==> config.mk <==
export PLATFORM = sky130hd
export DESIGN_NAME = rational_fraction_alu
export DESIGN_NICKNAME = d
export VERILOG_FILES = /design/src/hw/rtl/rfa_pkg.sv /design/src/hw/rtl/rfa_cell.sv /design/src/hw/rtl/rfa_reducer.sv /design/src/hw/rtl/rational_fraction_alu.sv
export SDC_FILE = /design/constraint.sdc
export NUM_CORES = 2
export LEC_CHECK = 0
export BUFFER_PORTS_ARGS = -buffer_cell sky130_fd_sc_hd__buf_4
export CAP_MARGIN = 20
export CORE_MARGIN = 8
export CORE_UTILIZATION = 52
export CTS_CLUSTER_DIAMETER = 60
export DETAILED_ROUTE_END_ITERATION = 7
export PLACE_DENSITY = 0.68
export SYNTH_ARGS = -nofsm -noshare
export SYNTH_HDL_FRONTEND = slang
export SYNTH_SLANG_ARGS = --single-unit
==> constraint.sdc <==
create_clock -name clk -period 57.9 [get_ports clk]
set_input_delay 0 -clock clk [delete_from_list [all_inputs] [get_ports clk]]
set_output_delay 0 -clock clk [all_outputs]
set_load 0.02 [all_outputs]
==> src/hw/rtl/rfa_pkg.sv <==
// Shared types, codes and constants of the rational fraction ALU.
`default_nettype none

package rfa_pkg;

	localparam int unsigned FIELD_W   = 32;
	localparam int unsigned DEN_W     = 31;
	localparam int unsigned ACTION_W  = 4;
	localparam int unsigned ERR_W     = 2;
	localparam int unsigned WIDTH_DEF = 32;

	localparam logic [ACTION_W-1:0] ACT_NORM    = 4'd0;
	localparam logic [ACTION_W-1:0] ACT_ADD     = 4'd1;
	localparam logic [ACTION_W-1:0] ACT_SUB     = 4'd2;
	localparam logic [ACTION_W-1:0] ACT_MUL     = 4'd3;
	localparam logic [ACTION_W-1:0] ACT_DIV     = 4'd4;
	localparam logic [ACTION_W-1:0] ACT_SQUARE  = 4'd5;
	localparam logic [ACTION_W-1:0] ACT_RECIP   = 4'd6;
	localparam logic [ACTION_W-1:0] ACT_NEGATE  = 4'd7;
	localparam logic [ACTION_W-1:0] ACT_EQUAL   = 4'd8;
	localparam logic [ACTION_W-1:0] ACT_GREATER = 4'd9;

	localparam logic [ERR_W-1:0] ERR_NONE     = 2'd0;
	localparam logic [ERR_W-1:0] ERR_ZERO_DEN = 2'd1;
	localparam logic [ERR_W-1:0] ERR_OVERFLOW = 2'd2;

	typedef struct packed {
		logic [ACTION_W-1:0]       action;
		logic signed [FIELD_W-1:0] a_num;
		logic signed [FIELD_W-1:0] a_den;
		logic signed [FIELD_W-1:0] b_num;
		logic signed [FIELD_W-1:0] b_den;
	} in_item_t;

	typedef struct packed {
		logic signed [FIELD_W-1:0] res_num;
		logic [DEN_W-1:0]          res_den;
		logic                      compare_flag;
		logic [ERR_W-1:0]          error_code;
	} out_item_t;

	// per-cycle operation broadcast along the cell row
	typedef enum logic [2:0] {
		OP_HOLD,
		OP_LOAD,
		OP_SHR_ALL,
		OP_SHR_X,
		OP_SHR_Y,
		OP_STEP,
		OP_DIVP,
		OP_DIVQ
	} cell_op_t;

	typedef struct packed {
		cell_op_t op;
		logic     ge;
	} cell_ctl_t;

endpackage

`default_nettype wire

==> src/hw/rtl/rfa_cell.sv <==
// One bit slice of the reducer row: x, y, p, q bits plus two borrow chains.
`default_nettype none

module rfa_cell (
	input  wire logic              clk,
	input  wire rfa_pkg::cell_ctl_t ctl,
	input  wire logic              ld_a,
	input  wire logic              ld_b,
	input  wire logic              x_hi,
	input  wire logic              y_hi,
	input  wire logic              p_hi,
	input  wire logic              q_hi,
	input  wire logic              x_lo,
	input  wire logic              p_lo,
	input  wire logic              q_lo,
	input  wire logic              b1_in,
	input  wire logic              b2_in,
	output logic                   x,
	output logic                   y,
	output logic                   p,
	output logic                   q,
	output logic                   b1_out,
	output logic                   b2_out
);
	import rfa_pkg::*;

	logic x_q, y_q, p_q, q_q;
	logic a1, d1, d2;

	// chain 1: x - y (or shifted x - y while dividing); chain 2: y - x
	assign a1     = (ctl.op inside {OP_DIVP, OP_DIVQ}) ? x_lo : x_q;
	assign d1     = a1 ^ y_q ^ b1_in;
	assign b1_out = (~a1 & y_q) | (~(a1 ^ y_q) & b1_in);
	assign d2     = y_q ^ x_q ^ b2_in;
	assign b2_out = (~y_q & x_q) | (~(y_q ^ x_q) & b2_in);

	always_ff @(posedge clk) begin
		case (ctl.op)
			OP_LOAD: begin
				x_q <= ld_a;
				p_q <= ld_a;
				y_q <= ld_b;
				q_q <= ld_b;
			end
			OP_SHR_ALL: begin
				x_q <= x_hi;
				y_q <= y_hi;
				p_q <= p_hi;
				q_q <= q_hi;
			end
			OP_SHR_X: x_q <= x_hi;
			OP_SHR_Y: y_q <= y_hi;
			OP_STEP: begin
				if (ctl.ge) begin
					x_q <= d1;
				end else begin
					y_q <= d2;
				end
			end
			OP_DIVP: begin
				x_q <= ctl.ge ? d1 : x_lo;
				p_q <= p_lo;
			end
			OP_DIVQ: begin
				x_q <= ctl.ge ? d1 : x_lo;
				q_q <= q_lo;
			end
			default: begin
			end
		endcase
	end

	assign x = x_q;
	assign y = y_q;
	assign p = p_q;
	assign q = q_q;

endmodule

`default_nettype wire

==> src/hw/rtl/rfa_reducer.sv <==
// Fraction reducer: binary GCD and exact restoring division on a row of bit cells.
`default_nettype none

module rfa_reducer #(
	parameter int unsigned N = 2 * rfa_pkg::WIDTH_DEF
) (
	input  wire logic         clk,
	input  wire logic         arst_n,
	input  wire logic         start,
	input  wire logic [N-1:0] n_in,
	input  wire logic [N-1:0] d_in,
	output logic              done,
	output logic [N-1:0]      quo_n,
	output logic [N-1:0]      quo_d
);
	import rfa_pkg::*;

	localparam int unsigned CNT_W = $clog2(N);

	typedef enum logic [2:0] {
		R_IDLE,
		R_TWOS,
		R_STEIN,
		R_DIVP,
		R_DIVQ,
		R_DONE
	} red_state_t;

	red_state_t       state_q;
	logic [CNT_W-1:0] cnt_q;
	logic [N-1:0]     x_v, y_v, p_v, q_v, b1_v, b2_v;
	logic [N-1:0]     x_hi_v, y_hi_v, p_hi_v, q_hi_v;
	logic [N-1:0]     x_lo_v, p_lo_v, q_lo_v, b1_in_v, b2_in_v;
	cell_op_t         op;
	logic             ge, lo0;
	cell_ctl_t        ctl;

	always_comb begin
		op = OP_HOLD;
		case (state_q)
			R_IDLE:  if (start) op = OP_LOAD;
			R_TWOS:  if (!(x_v[0] | y_v[0])) op = OP_SHR_ALL;
			R_STEIN: begin
				if (x_v != '0) begin
					if (!x_v[0]) begin
						op = OP_SHR_X;
					end else if (!y_v[0]) begin
						op = OP_SHR_Y;
					end else begin
						op = OP_STEP;
					end
				end
			end
			R_DIVP:  op = OP_DIVP;
			R_DIVQ:  op = OP_DIVQ;
			default: op = OP_HOLD;
		endcase
	end

	// while dividing, the bit shifted out of x's top counts toward the compare
	assign ge  = (op inside {OP_DIVP, OP_DIVQ}) ? (x_v[N-1] | ~b1_v[N-1]) : ~b1_v[N-1];
	assign lo0 = (op == OP_DIVQ) ? q_v[N-1] : p_v[N-1];
	assign ctl = '{op: op, ge: ge};

	assign x_hi_v  = {1'b0, x_v[N-1:1]};
	assign y_hi_v  = {1'b0, y_v[N-1:1]};
	assign p_hi_v  = {1'b0, p_v[N-1:1]};
	assign q_hi_v  = {1'b0, q_v[N-1:1]};
	assign x_lo_v  = {x_v[N-2:0], lo0};
	assign p_lo_v  = {p_v[N-2:0], ge};
	assign q_lo_v  = {q_v[N-2:0], ge};
	assign b1_in_v = {b1_v[N-2:0], 1'b0};
	assign b2_in_v = {b2_v[N-2:0], 1'b0};

	for (genvar i = 0; i < N; i++) begin : g_cell
		rfa_cell u_cell (
			.clk    (clk),
			.ctl    (ctl),
			.ld_a   (n_in[i]),
			.ld_b   (d_in[i]),
			.x_hi   (x_hi_v[i]),
			.y_hi   (y_hi_v[i]),
			.p_hi   (p_hi_v[i]),
			.q_hi   (q_hi_v[i]),
			.x_lo   (x_lo_v[i]),
			.p_lo   (p_lo_v[i]),
			.q_lo   (q_lo_v[i]),
			.b1_in  (b1_in_v[i]),
			.b2_in  (b2_in_v[i]),
			.x      (x_v[i]),
			.y      (y_v[i]),
			.p      (p_v[i]),
			.q      (q_v[i]),
			.b1_out (b1_v[i]),
			.b2_out (b2_v[i])
		);
	end

	always_ff @(posedge clk or negedge arst_n) begin
		if (!arst_n) begin
			state_q <= R_IDLE;
			cnt_q   <= '0;
		end else begin
			case (state_q)
				R_IDLE:  if (start) state_q <= R_TWOS;
				R_TWOS:  if (x_v[0] | y_v[0]) state_q <= R_STEIN;
				R_STEIN: begin
					if (x_v == '0) begin
						state_q <= R_DIVP;
						cnt_q   <= '0;
					end
				end
				R_DIVP: begin
					if (cnt_q == CNT_W'(N - 1)) begin
						state_q <= R_DIVQ;
						cnt_q   <= '0;
					end else begin
						cnt_q <= cnt_q + 1'b1;
					end
				end
				R_DIVQ: begin
					if (cnt_q == CNT_W'(N - 1)) begin
						state_q <= R_DONE;
						cnt_q   <= '0;
					end else begin
						cnt_q <= cnt_q + 1'b1;
					end
				end
				R_DONE:  state_q <= R_IDLE;
				default: state_q <= R_IDLE;
			endcase
		end
	end

	assign done  = (state_q == R_DONE);
	assign quo_n = p_v;
	assign quo_d = q_v;

endmodule

`default_nettype wire

==> src/hw/rtl/rational_fraction_alu.sv <==
// Rational fraction ALU: reduced norm, add, sub, mul, div, square, recip, neg, compare.
//
// Usage:
//  - Input channel in_valid/in_ready/in_data carries one item: an action code and
//    two signed fractions a_num/a_den and b_num/b_den (low WIDTH bits used).
//  - Output channel out_valid/out_ready/out_data returns one item per input item:
//    reduced res_num/res_den, compare_flag and error_code.
//  - One item is worked at a time. in_ready is high only while the sequencer idles.
//  - Each reduction runs on a row of 2*WIDTH bit cells: a common-two strip, a
//    binary GCD and two exact divisions. An item uses up to three reductions
//    (operand a, operand b, result) and three products from one multiplier;
//    unknown actions and zero denominators finish without any reduction.
//  - The result sits in an output register. A new item is accepted while that
//    result waits; a finished item waits in its last state until the register
//    frees up, so a stalled receiver holds the block without loss.
//  - Reset clears the sequencer, the reducer state and out_valid.
`default_nettype none

module rational_fraction_alu #(
	parameter int unsigned WIDTH = rfa_pkg::WIDTH_DEF
) (
	input  wire logic               clk,
	input  wire logic               arst_n,
	input  wire logic               in_valid,
	output logic                    in_ready,
	input  wire rfa_pkg::in_item_t  in_data,
	output logic                    out_valid,
	input  wire logic               out_ready,
	output rfa_pkg::out_item_t      out_data
);
	import rfa_pkg::*;

	localparam int unsigned P_W = 2 * WIDTH;
	localparam logic [P_W-1:0] HALF = P_W'(1) << (WIDTH - 1);

	typedef enum logic [3:0] {
		S_IDLE,
		S_CHECK,
		S_RED_A,
		S_PREP_B,
		S_RED_B,
		S_MUL1,
		S_MUL2,
		S_MUL3,
		S_SUM,
		S_RED_R,
		S_OVF,
		S_FINISH
	} state_t;

	state_t              state_q;
	logic [ACTION_W-1:0] action_q;
	logic [WIDTH-1:0]    an_q, ad_q, bn_q, bd_q;
	logic                an_neg_q, ad_neg_q, bn_neg_q, bd_neg_q;
	logic [P_W-1:0]      prod_q, p1_q, p2_q;
	logic [P_W-1:0]      rn_q, rd_q;
	logic                rn_neg_q;
	logic                red_start_q;
	logic [P_W-1:0]      red_n_q, red_d_q;
	logic                red_done;
	logic [P_W-1:0]      red_quo_n, red_quo_d;
	out_item_t           res_q, out_q;
	logic                out_valid_q;

	function automatic logic [WIDTH-1:0] mag_of(input logic [WIDTH-1:0] u);
		return u[WIDTH-1] ? (~u + 1'b1) : u;
	endfunction

	logic [WIDTH-1:0] in_an, in_ad, in_bn, in_bd;
	assign in_an = in_data.a_num[WIDTH-1:0];
	assign in_ad = in_data.a_den[WIDTH-1:0];
	assign in_bn = in_data.b_num[WIDTH-1:0];
	assign in_bd = in_data.b_den[WIDTH-1:0];

	logic uses_b;
	assign uses_b = action_q inside {ACT_ADD, ACT_SUB, ACT_MUL, ACT_DIV, ACT_EQUAL,
		ACT_GREATER};

	// multiplier operand select; identity products keep every action uniform
	logic [WIDTH-1:0] mx, my;
	always_comb begin
		mx = '0;
		my = '0;
		case (state_q)
			S_MUL1: begin
				case (action_q)
					ACT_ADD, ACT_SUB, ACT_DIV, ACT_EQUAL, ACT_GREATER: begin
						mx = an_q; my = bd_q;
					end
					ACT_MUL:    begin mx = an_q; my = bn_q; end
					ACT_SQUARE: begin mx = an_q; my = an_q; end
					ACT_RECIP:  begin mx = ad_q; my = WIDTH'(1); end
					default:    begin mx = an_q; my = WIDTH'(1); end
				endcase
			end
			S_MUL2: begin
				if (action_q inside {ACT_ADD, ACT_SUB, ACT_EQUAL, ACT_GREATER}) begin
					mx = bn_q; my = ad_q;
				end
			end
			S_MUL3: begin
				case (action_q)
					ACT_ADD, ACT_SUB, ACT_MUL: begin mx = ad_q; my = bd_q; end
					ACT_DIV:    begin mx = bn_q; my = ad_q; end
					ACT_SQUARE: begin mx = ad_q; my = ad_q; end
					ACT_RECIP:  begin mx = an_q; my = WIDTH'(1); end
					default:    begin mx = ad_q; my = WIDTH'(1); end
				endcase
			end
			default: begin
			end
		endcase
	end

	// product signs
	logic s1, s2, s3, s1e, s2e;
	always_comb begin
		s1 = 1'b0;
		s2 = 1'b0;
		s3 = 1'b0;
		case (action_q)
			ACT_NORM:   s1 = an_neg_q;
			ACT_ADD, ACT_EQUAL, ACT_GREATER: begin s1 = an_neg_q; s2 = bn_neg_q; end
			ACT_SUB:    begin s1 = an_neg_q; s2 = ~bn_neg_q; end
			ACT_MUL:    s1 = an_neg_q ^ bn_neg_q;
			ACT_DIV:    begin s1 = an_neg_q; s3 = bn_neg_q; end
			ACT_RECIP:  s3 = an_neg_q;
			ACT_NEGATE: s1 = ~an_neg_q;
			default: begin
			end
		endcase
	end
	assign s1e = s1 & (p1_q != '0);
	assign s2e = s2 & (p2_q != '0);

	// signed-magnitude sum and compare of the two cross terms
	logic           same_sign, p1_ge, sum_neg, flag_eq, flag_gt, flag;
	logic [P_W-1:0] sum_mag;
	always_comb begin
		same_sign = (s1e == s2e);
		p1_ge     = (p1_q >= p2_q);
		if (same_sign) begin
			sum_mag = p1_q + p2_q;
			sum_neg = s1e;
		end else if (p1_ge) begin
			sum_mag = p1_q - p2_q;
			sum_neg = s1e;
		end else begin
			sum_mag = p2_q - p1_q;
			sum_neg = s2e;
		end
		if (sum_mag == '0) sum_neg = 1'b0;
		flag_eq = (p1_q == p2_q) && same_sign;
		if (!same_sign) begin
			flag_gt = ~s1e;
		end else if (s1e) begin
			flag_gt = (p1_q < p2_q);
		end else begin
			flag_gt = (p1_q > p2_q);
		end
		flag = (action_q == ACT_EQUAL) ? flag_eq : flag_gt;
	end

	// final range check and two's complement numerator
	logic                     ovf;
	logic [P_W-1:0]           rn_tc;
	logic signed [WIDTH-1:0]  num_low;
	assign ovf     = (rd_q >= HALF) || (rn_neg_q ? (rn_q > HALF) : (rn_q >= HALF));
	assign rn_tc   = rn_neg_q ? (~rn_q + 1'b1) : rn_q;
	assign num_low = rn_tc[WIDTH-1:0];

	// reducer kick: operand a, operand b, or the final fraction
	logic red_go;
	always_comb begin
		red_go = 1'b0;
		case (state_q)
			S_CHECK:  red_go = (action_q <= ACT_GREATER) && (ad_q != '0) &&
				!(uses_b && bd_q == '0) && (an_q != '0);
			S_PREP_B: red_go = uses_b && (bn_q != '0);
			S_SUM:    red_go = !(action_q inside {ACT_EQUAL, ACT_GREATER}) &&
				(prod_q != '0) && (sum_mag != '0);
			default:  red_go = 1'b0;
		endcase
	end

	rfa_reducer #(
		.N (P_W)
	) u_reducer (
		.clk    (clk),
		.arst_n (arst_n),
		.start  (red_start_q),
		.n_in   (red_n_q),
		.d_in   (red_d_q),
		.done   (red_done),
		.quo_n  (red_quo_n),
		.quo_d  (red_quo_d)
	);

	always_ff @(posedge clk or negedge arst_n) begin
		if (!arst_n) begin
			state_q     <= S_IDLE;
			red_start_q <= 1'b0;
			out_valid_q <= 1'b0;
		end else begin
			red_start_q <= red_go;
			if (state_q == S_FINISH && (!out_valid_q || out_ready)) begin
				out_valid_q <= 1'b1;
			end else if (out_ready) begin
				out_valid_q <= 1'b0;
			end
			case (state_q)
				S_IDLE: begin
					if (in_valid) begin
						action_q <= in_data.action;
						an_q     <= mag_of(in_an);
						ad_q     <= mag_of(in_ad);
						bn_q     <= mag_of(in_bn);
						bd_q     <= mag_of(in_bd);
						an_neg_q <= in_an[WIDTH-1];
						ad_neg_q <= in_ad[WIDTH-1];
						bn_neg_q <= in_bn[WIDTH-1];
						bd_neg_q <= in_bd[WIDTH-1];
						state_q  <= S_CHECK;
					end
				end
				S_CHECK: begin
					if (action_q > ACT_GREATER) begin
						res_q   <= '{res_num: '0, res_den: DEN_W'(1), compare_flag: 1'b0,
							error_code: ERR_NONE};
						state_q <= S_FINISH;
					end else if (ad_q == '0 || (uses_b && bd_q == '0)) begin
						res_q   <= '{res_num: '0, res_den: '0, compare_flag: 1'b0,
							error_code: ERR_ZERO_DEN};
						state_q <= S_FINISH;
					end else if (an_q != '0) begin
						red_n_q     <= P_W'(an_q);
						red_d_q     <= P_W'(ad_q);
						state_q     <= S_RED_A;
					end else begin
						an_neg_q <= 1'b0;
						state_q  <= S_PREP_B;
					end
				end
				S_RED_A: begin
					if (red_done) begin
						an_q     <= red_quo_n[WIDTH-1:0];
						ad_q     <= red_quo_d[WIDTH-1:0];
						an_neg_q <= an_neg_q ^ ad_neg_q;
						state_q  <= S_PREP_B;
					end
				end
				S_PREP_B: begin
					if (!uses_b) begin
						state_q <= S_MUL1;
					end else if (bn_q != '0) begin
						red_n_q     <= P_W'(bn_q);
						red_d_q     <= P_W'(bd_q);
						state_q     <= S_RED_B;
					end else begin
						bn_neg_q <= 1'b0;
						state_q  <= S_MUL1;
					end
				end
				S_RED_B: begin
					if (red_done) begin
						bn_q     <= red_quo_n[WIDTH-1:0];
						bd_q     <= red_quo_d[WIDTH-1:0];
						bn_neg_q <= bn_neg_q ^ bd_neg_q;
						state_q  <= S_MUL1;
					end
				end
				S_MUL1: begin
					prod_q  <= P_W'(mx) * P_W'(my);
					state_q <= S_MUL2;
				end
				S_MUL2: begin
					p1_q    <= prod_q;
					prod_q  <= P_W'(mx) * P_W'(my);
					state_q <= S_MUL3;
				end
				S_MUL3: begin
					p2_q    <= prod_q;
					prod_q  <= P_W'(mx) * P_W'(my);
					state_q <= S_SUM;
				end
				S_SUM: begin
					if (action_q == ACT_EQUAL || action_q == ACT_GREATER) begin
						res_q   <= '{res_num: '0, res_den: DEN_W'(1), compare_flag: flag,
							error_code: ERR_NONE};
						state_q <= S_FINISH;
					end else if (prod_q == '0) begin
						// division by a zero fraction
						res_q   <= '{res_num: '0, res_den: '0, compare_flag: 1'b0,
							error_code: ERR_ZERO_DEN};
						state_q <= S_FINISH;
					end else if (sum_mag == '0) begin
						// zero numerator keeps its denominator unreduced
						rn_q     <= '0;
						rn_neg_q <= 1'b0;
						rd_q     <= prod_q;
						state_q  <= S_OVF;
					end else begin
						red_n_q     <= sum_mag;
						red_d_q     <= prod_q;
						rn_neg_q    <= sum_neg ^ s3;
						state_q     <= S_RED_R;
					end
				end
				S_RED_R: begin
					if (red_done) begin
						rn_q    <= red_quo_n;
						rd_q    <= red_quo_d;
						state_q <= S_OVF;
					end
				end
				S_OVF: begin
					if (ovf) begin
						res_q <= '{res_num: '0, res_den: '0, compare_flag: 1'b0,
							error_code: ERR_OVERFLOW};
					end else begin
						res_q <= '{res_num: FIELD_W'(num_low),
							res_den: DEN_W'(rd_q[WIDTH-2:0]), compare_flag: 1'b0,
							error_code: ERR_NONE};
					end
					state_q <= S_FINISH;
				end
				S_FINISH: begin
					if (!out_valid_q || out_ready) begin
						out_q       <= res_q;
						state_q     <= S_IDLE;
					end
				end
				default: state_q <= S_IDLE;
			endcase
		end
	end

	assign in_ready  = (state_q == S_IDLE);
	assign out_valid = out_valid_q;
	assign out_data  = out_q;

endmodule

`default_nettype wire
Word level (Yosys, flattened, before mapping)

Index checks and enable logic that the tools add are counted.

Word-level logic and storage cells: 1,969
Register bits: 988
Input port bits: 136
Output and inout bits: 68

$lt $le $gt $ge: 8
Eq/ne operators: 60
Multipliers: 1
Bitwise logic cells: 902
$add $sub $neg: 9
Reductions and logical operators: 77
Muxes and demuxes: 626

Operator list:

| cell                                                                                  | number |
|---|---|
| 64-bit two-way mux                                                                    | 26 |
| 1-bit one-hot mux with 3 select lines                                                 | 196 |
| 32-bit two-way mux                                                                    | 14 |
| 32-bit one-hot mux with 2 select lines                                                | 6 |
| 64-bit one-hot mux with 3 select lines                                                | 2 |
| 66-bit two-way mux                                                                    | 5 |
| 64-bit nonzero test                                                                   | 5 |
| 32-bit one-hot mux with 3 select lines                                                | 3 |
| 1-bit two-way mux                                                                     | 281 |
| 1-bit inverter                                                                        | 258 |
| 1-bit XOR                                                                             | 258 |
| 1-bit one-hot mux with 4 select lines                                                 | 64 |
| 64-bit one-hot mux with 2 select lines                                                | 2 |
| 1-bit bitwise AND                                                                     | 254 |
| 66-bit one-hot mux with 3 select lines                                                | 1 |
| 64-bit zero test                                                                      | 3 |
| 32-bit by 1-bit adder with 32-bit output, second input constant                       | 5 |
| 32-bit inverter                                                                       | 5 |
| 64-bit by 32-bit greater-or-equal comparator with 1-bit output, second input constant | 2 |
| 64-bit subtractor                                                                     | 2 |
| 1-bit OR                                                                              | 127 |
| 32-bit nonzero test                                                                   | 3 |
| 64-bit adder                                                                          | 1 |
| 64-bit == test                                                                        | 1 |
| other kinds (49)                                                                      | 159 |

Depth between registers and ports, before layout

Depth in word-level cells: 140
Mapped depth: 79
Mapped depth without buffers: 76

By module

A second synthesis with hierarchy kept.

Cells, all modules: 11,105
Area total of the unflattened synthesis: 103,800.8 um^2

Modules (own cells, without submodules):

| module                | area an instance (um^2) | instances | sequential area each (um^2) | cells each |
|---|---|---|---|---|
| rational_fraction_alu | 76,888.7                | 1         | 21,680.8                    | 8,257 |
| rfa_cell              | 409.1                   | 64        | 120.1                       | 43 |
| rfa_reducer           | 726.9                   | 1         | 225.2                       | 96 |

Worst setup path after synthesis

Ideal clock, no wire load.

Path kind: register to register
From: register u_reducer.state_q[1]
To: register u_reducer.g_cell[0].u_cell.y_q (enable)
Library setup time: 827 ps
Required time: 57,073 ps
Arrival time: 29,484 ps
Stages on the path, launching flop included: 76
Setup slack: 27,588 ps
Clock period less this slack: 30,312 ps
Path buffers: 4
Cell sequence: dfrtp_1 -> clkbuf_1 -> nor2b_1 -> and2_1 -> clkbuf_1 -> nor2_1 -> clkbuf_1 -> clkbuf_1 -> nand2_1 -> o21ai_0 -> fa_1 -> inv_1 -> fa_1 -> fa_1 -> fa_1 -> fa_1 -> fa_1 -> fa_1 -> [... 40 more ...] -> fa_1 -> fa_1 -> fa_1 -> fa_1 -> fa_1 -> fa_1 -> fa_1 -> fa_1 -> fa_1 -> fa_1 -> fa_1 -> fa_1 -> fa_1 -> fa_1 -> fa_1 -> inv_1 -> fa_1 -> a32oi_1

Cells in the longest elaborated chain, start to end: 138
Elaborated cells between the ends (all ways): 465
Those cells by class: eq/ne: 11; mux: 67; bitwise: 382; reduce/logical: 5

RTL lines:

| item                                                           | line                                                 | RTL |
|---|---|---|
| from (decl)                                                    | rfa_reducer.sv:29                                    | `red_state_t state_q;` |
| from (signal assigned)                                         | rfa_reducer.sv:101                                   | `state_q <= R_IDLE;` |
| from (signal assigned)                                         | rfa_reducer.sv:105                                   | `R_IDLE: if (start) state_q <= R_TWOS;` |
| from (signal assigned)                                         | rfa_reducer.sv:106                                   | `R_TWOS: if (x_v[0] \| y_v[0]) state_q <= R_STEIN;` |
| 3-bit == test, or another cell as far along                    | rfa_reducer.sv:40                                    | `case (state_q)` |
| 3-bit one-hot mux with 5 select lines *                        | rfa_reducer.sv:40                                    |  |
| 3-bit == test (on tied branches)                               | rfa_cell.sv:31, rfa_reducer.sv:61, rfa_reducer.sv:62 |  |
| 2-bit nonzero test / 1-bit two-way mux (equally long branches) | rfa_cell.sv:31, rfa_reducer.sv:61, rfa_reducer.sv:62 |  |
| 1-bit two-way mux                                              | rfa_cell.sv:31                                       | `assign a1 = (ctl.op inside {OP_DIVP, OP_DIVQ}) ? x_lo : x_q;` |
| 1-bit XOR / 1-bit inverter (equally long branches)             | rfa_cell.sv:33                                       | `assign b1_out = (~a1 & y_q) \| (~(a1 ^ y_q) & b1_in);` |
| 1-bit inverter / 1-bit bitwise AND (equally long branches)     | rfa_cell.sv:33                                       |  |
| 1-bit bitwise AND                                              | rfa_cell.sv:33                                       |  |
| [... 122 more ...]                                             | --                                                   |  |
| 1-bit OR                                                       | rfa_cell.sv:33                                       |  |
| 1-bit bitwise AND                                              | rfa_cell.sv:33                                       |  |
| 1-bit OR                                                       | rfa_cell.sv:33                                       |  |
| 1-bit inverter                                                 | rfa_reducer.sv:61                                    | `assign ge = (op inside {OP_DIVP, OP_DIVQ}) ? (x_v[N-1] \| ~b1_v[N-1]) : ~b1_v[N-1];` |
| 1-bit OR                                                       | rfa_reducer.sv:61                                    |  |
| 1-bit two-way mux                                              | rfa_reducer.sv:61                                    |  |
| 2-bit != test (no source line)                                 | --                                                   |  |
| 2-bit AND reduction (no source line) *                         | --                                                   |  |
| to (signal assigned)                                           | rfa_cell.sv:42                                       | `y_q <= ld_b;` |
| to (signal assigned)                                           | rfa_cell.sv:47                                       | `y_q <= y_hi;` |
| to (signal assigned)                                           | rfa_cell.sv:52                                       | `OP_SHR_Y: y_q <= y_hi;` |
| to (decl)                                                      | rfa_cell.sv:27                                       | `logic x_q, y_q, p_q, q_q;` |

Mark *: on every way between the ends. The rest lies on a longest branch, timed or not.
A chain may end at the register's enable or synchronous reset.

Worst setup path in the final report

From: register u_reducer.state_q[1]
To: register u_reducer.g_cell[34].u_cell.x_q (enable)

Cells in the longest elaborated chain, start to end: 138
Elaborated cells between the ends (all ways): 466
Those cells by class: eq/ne: 11; mux: 67; bitwise: 382; reduce/logical: 6

RTL lines:

| item                                                           | line                                                 | RTL |
|---|---|---|
| 3-bit == test, or another cell as far along                    | rfa_reducer.sv:40                                    |  |
| 3-bit one-hot mux with 5 select lines *                        | rfa_reducer.sv:40                                    |  |
| 3-bit == test (on tied branches)                               | rfa_cell.sv:31, rfa_cell.sv:38, rfa_reducer.sv:61    |  |
| 2-bit nonzero test / 1-bit two-way mux (equally long branches) | rfa_cell.sv:31, rfa_reducer.sv:61, rfa_reducer.sv:62 |  |
| 1-bit two-way mux                                              | rfa_cell.sv:31                                       |  |
| 1-bit XOR / 1-bit inverter (equally long branches)             | rfa_cell.sv:33                                       |  |
| 1-bit inverter / 1-bit bitwise AND (equally long branches)     | rfa_cell.sv:33                                       |  |
| 1-bit bitwise AND                                              | rfa_cell.sv:33                                       |  |
| [... 122 more ...]                                             | --                                                   |  |
| 1-bit OR                                                       | rfa_cell.sv:33                                       |  |
| 1-bit bitwise AND                                              | rfa_cell.sv:33                                       |  |
| 1-bit OR                                                       | rfa_cell.sv:33                                       |  |
| 1-bit inverter                                                 | rfa_reducer.sv:61                                    |  |
| 1-bit OR                                                       | rfa_reducer.sv:61                                    |  |
| 1-bit two-way mux                                              | rfa_reducer.sv:61                                    |  |
| 2-bit != test (no source line)                                 | --                                                   |  |
| 2-bit AND reduction (no source line) *                         | --                                                   |  |
| to (signal assigned)                                           | rfa_cell.sv:51                                       | `OP_SHR_X: x_q <= x_hi;` |
| to (signal assigned)                                           | rfa_cell.sv:61                                       | `x_q <= ctl.ge ? d1 : x_lo;` |
| to (signal assigned)                                           | rfa_cell.sv:65                                       | `x_q <= ctl.ge ? d1 : x_lo;` |
| to (decl)                                                      | rfa_cell.sv:27                                       |  |

Marks and branches as above.

==> results.py <==
metrics = {
    "run_status": {
        "status": "completed",
    },
    "clock_tree": {
        "clock_path_buffers": 3,
        "postCtsResizedCells": 0,
        "cts.sinks": 988,
        "cts_setup_buffers": 0,
        "htree_levels": 3,
        "cts-root-buf": "clkbuf_16",
        "ctsHoldBuffers": 213,
        "clk_pin_slew_worst_paths_ps": 70,
        "cts_tree": "done",
        "cts_made_buffers": 108,
        "clock_latency_ps": 780,
    },
    "yosys": {
        "ys_ff_latch": 988,
        "synthesis.area_um2": 94000,
        "avgSynthCellArea_um2": 9.56,
        "async_flop_share": 0.0152,
        "synth_cells": 9836,
        "synth_compound_area_frac": 0.142,
        "synth_top_family_by_area": "adder cells",
        "synth-simple-area-share": 0.156,
        "netlist.area_leader.share": 0.311,
        "synth-xor-area-share": 0.0241,
        "yosys_warnings": 0,
        "synth_edf_count": 973,
        "synth_fa_ha_area_frac": 0.279,
        "synthTopCellsByArea": "edfxtp_1 (31%), fa_1 (22%), nand2_1 (6.4%), ha_1 (6.1%), inv_1 (5.1%)",
        "synth_top_cell_by_area": "edfxtp_1",
        "synthFlopType": "edfxtp_1",
        "ys_types": 101,
        "syn-num-nets": 11458,
        "yosysSeqAreaShare": 0.315,
        "synth_mux_area_frac": 0.00993,
    },
    "power_and_ir_drop": {
        "clock_power_share": 0.209,
        "p_leak_nw": 43.3,
        "pwr-share-seq": 0.393,
        "p_int_mw": 1.99,
        "vdd.ir_drop.worst_v": 0.0000872,
        "p_switching_mw": 1.49,
        "p_sw_frac": 0.428,
        "power_frac_comb": 0.398,
        "p_per_area_nw_per_um2": 33.6,
    },
    "floorplanning": {
        "die_h_um": 441,
        "dieArea_um2": 195000,
        "std_cell_rows": 156,
        "die_w_um": 441,
        "start_util": 0.522,
        "core_um2": 180000,
        "ioPinCount": 204,
    },
    "placed_design": {
        "dp_slack_ps": 26650,
        "gp_congestion": 1.03,
        "dp_cells": 11999,
        "io_buffers": 203,
        "hpwlAfterDp_mm": 270,
    },
    "global_routing": {
        "grt_pass1_wl_mm": 524,
        "grt_pass1_vias": 79704,
        "grt_usage": 0.359,
        "grt_max_degree": 98,
        "antenna_found_initial": 28,
        "overflow": 0,
    },
    "sta": {
        "setup_slack_ps": 26640,
        "finalHoldViolCount": 0,
        "fmax_ghz": 0.0320,
        "relSlewSlack": 0.193,
        "rsz0062_at_grt": "no",
        "fin_crit_sh": 0.540,
        "fin_tns_setup_ps": 0,
        "slew_violations": 0,
        "post-route-min-period_ps": 31260,
        "fin_skew_ps": 79.3,
        "report.final.setup_viol": 0,
        "worst_pin_slew_ps": 1200,
    },
    "critical_path": {
        "cp.arrival_ps": 31610,
        "rr_worst_depth": 73,
        "r2r_start": "u_reducer.state_q[1]",
        "crit_type": "register to register",
        "worst_ep_required_time_ps": 58260,
        "worstPathMaxFanout": 64,
        "rrSetupSlack_ps": 26640,
        "cp.buffers_inverters": 4,
        "crit_top_cell": "fa_1",
        "crit_family": "adder cells",
        "startpoint_type": "register",
        "worst_path_largest_cell_delay_ps": 660,
        "r2r-end": "u_reducer.g_cell[34].u_cell.x",
        "endpoint_kind": "register",
        "cpMaxStageDelayCell": "buf_4",
    },
    "worst_hold_path": {
        "min_from": "in_data[128]",
        "worst_hold_path_type": "input pin to register",
        "hold_path_depth": 2,
        "min_to": "action_q[0]",
    },
    "finish": {
        "stdcell_count": 12434,
        "drive_gt1_frac": 0.0716,
        "synthToLayoutAreaGrowth_pct": 10.4,
        "nNetsFinal": 11575,
        "mostFrequentLayoutCells": "nand2_1 (1611), inv_1 (1273), fa_1 (1024)",
        "mostFrequentLayoutCell": "nand2_1",
    },
    "drt": {
        "ant_nets": 0,
        "vias": 79584,
        "wl_mm": 357,
        "drc": 0,
        "drtIter0Drc": 9569,
        "wire_per_inst_um": 28.7,
        "firstDrtPassIters": 6,
        "via_per_inst": 6.40,
    },
    "run": {
        "drv_cap": 0,
    },
}
==> registers in the layout, indices dropped and copies added (netlist names), 64 cells and up <==
register / flops
u_reducer.g_cell.u_cell.p: 64
red_n_q: 64
u_reducer.g_cell.u_cell.y: 64
p1_q: 64
rd_q: 64
prod_q: 64
out_data: 66
red_d_q: 64
u_reducer.g_cell.u_cell.q: 64
rn_q: 64
u_reducer.g_cell.u_cell.x: 64
res_q: 66
p2_q: 64
==> worst register-to-register path, delay by kind of cell, from the launching register on <==
family,cells,cell delay [ps]
adder cells (fa/ha/maj),63,27190
buffers and inverters,4,1430
AND/OR/NAND/NOR,4,1250
flip-flops,1,510
AO/OA/AOI/OAI,2,470
==> how the worst max path moves through the flow <==
stage / end / from / cells after the start
finish: u_reducer.g_cell[34].u_cell.x / u_reducer.state_q[1] / 73
global route: u_reducer.g_cell[33].u_cell.x / u_reducer.state_q[1] / 73
detailed placement: u_reducer.g_cell[46].u_cell.x / u_reducer.state_q[1] / 74
floorplan: u_reducer.g_cell[0].u_cell.y / u_reducer.state_q[1] / 75
CTS: u_reducer.g_cell[34].u_cell.x / u_reducer.state_q[1] / 73
global placement: u_reducer.g_cell[46].u_cell.x / u_reducer.state_q[1] / 74
==> routing by layer <==
metal,share of wire,global-route usage,up-vias
li1,-,-,33895
met1,0.38,0.466,39950
met2,0.44,0.553,4674
met3,0.11,0.0824,1047
met4,0.073,0.211,18
met5,0.00032,0,-
==> stage by stage <==
step / power [mW] / area [um^2] / util / hold WS [ps]
after floorplan: 2.16 / 94000 / - / -296
after global placement: 2.68 / 97900 / 0.543 / -68.7
after detailed placement: 2.71 / 97900 / 0.543 / -67.6
after CTS: 3.45 / 104000 / 0.576 / 65.3
after global routing: 3.65 / 104000 / 0.576 / 105
final: 3.49 / 104000 / 0.576 / 105
==> logic make-up (layout without fill, tap and decap cells) <==
group / Yosys count / count (layout)
AOI/OAI and AO/OA: 1996 / 1996
xor gates and xnor gates: 259 / 259
adders and majority gates: 1486 / 1486
buffers and inverters: 1841 / 2051
DFF: 988 / 988
muxes: 85 / 85
other: 0 / 18
and+or+nand+nor: 3181 / 3181
==> synthesized netlist by cell type, types with 84 or more instances <==
library cell / instances
nand2_1: 1615
a21oi_1: 510
edfxtp_1: 973
clkbuf_1: 486
xor2_1: 158
o21ai_0: 390
inv_1: 1273
xnor2_1: 101
nor2b_1: 136
nor3_1: 84
ha_1: 462
fa_1: 1024
a221o_1: 138
and3_1: 179
nor2_1: 511
nand4_1: 90
nor4_1: 155
a22oi_1: 223
and2_1: 105
==> power by group through the flow <==
stage	Clock, mW	Combinational [mW]	Sequential (mW)
finish	0.728	1.39	1.37
CTS	0.733	1.36	1.36
global route	0.758	1.51	1.38
global placement	0	1.31	1.37
detailed placement	0	1.34	1.37
floorplan	0	0.909	1.25
==> layout make-up <==
cell class                 count  area (um^2)
clock inverter                72          882
antenna                       18         45.0
multi-input combinational   7007        57900
sequential                   988        29600
inverter                    1275         4790
timing repair buffer         573         4850
tap                         2370         2970
clock buffer                 131         2850
fill                       15363        76300
(Power assumes the default switching activity.)
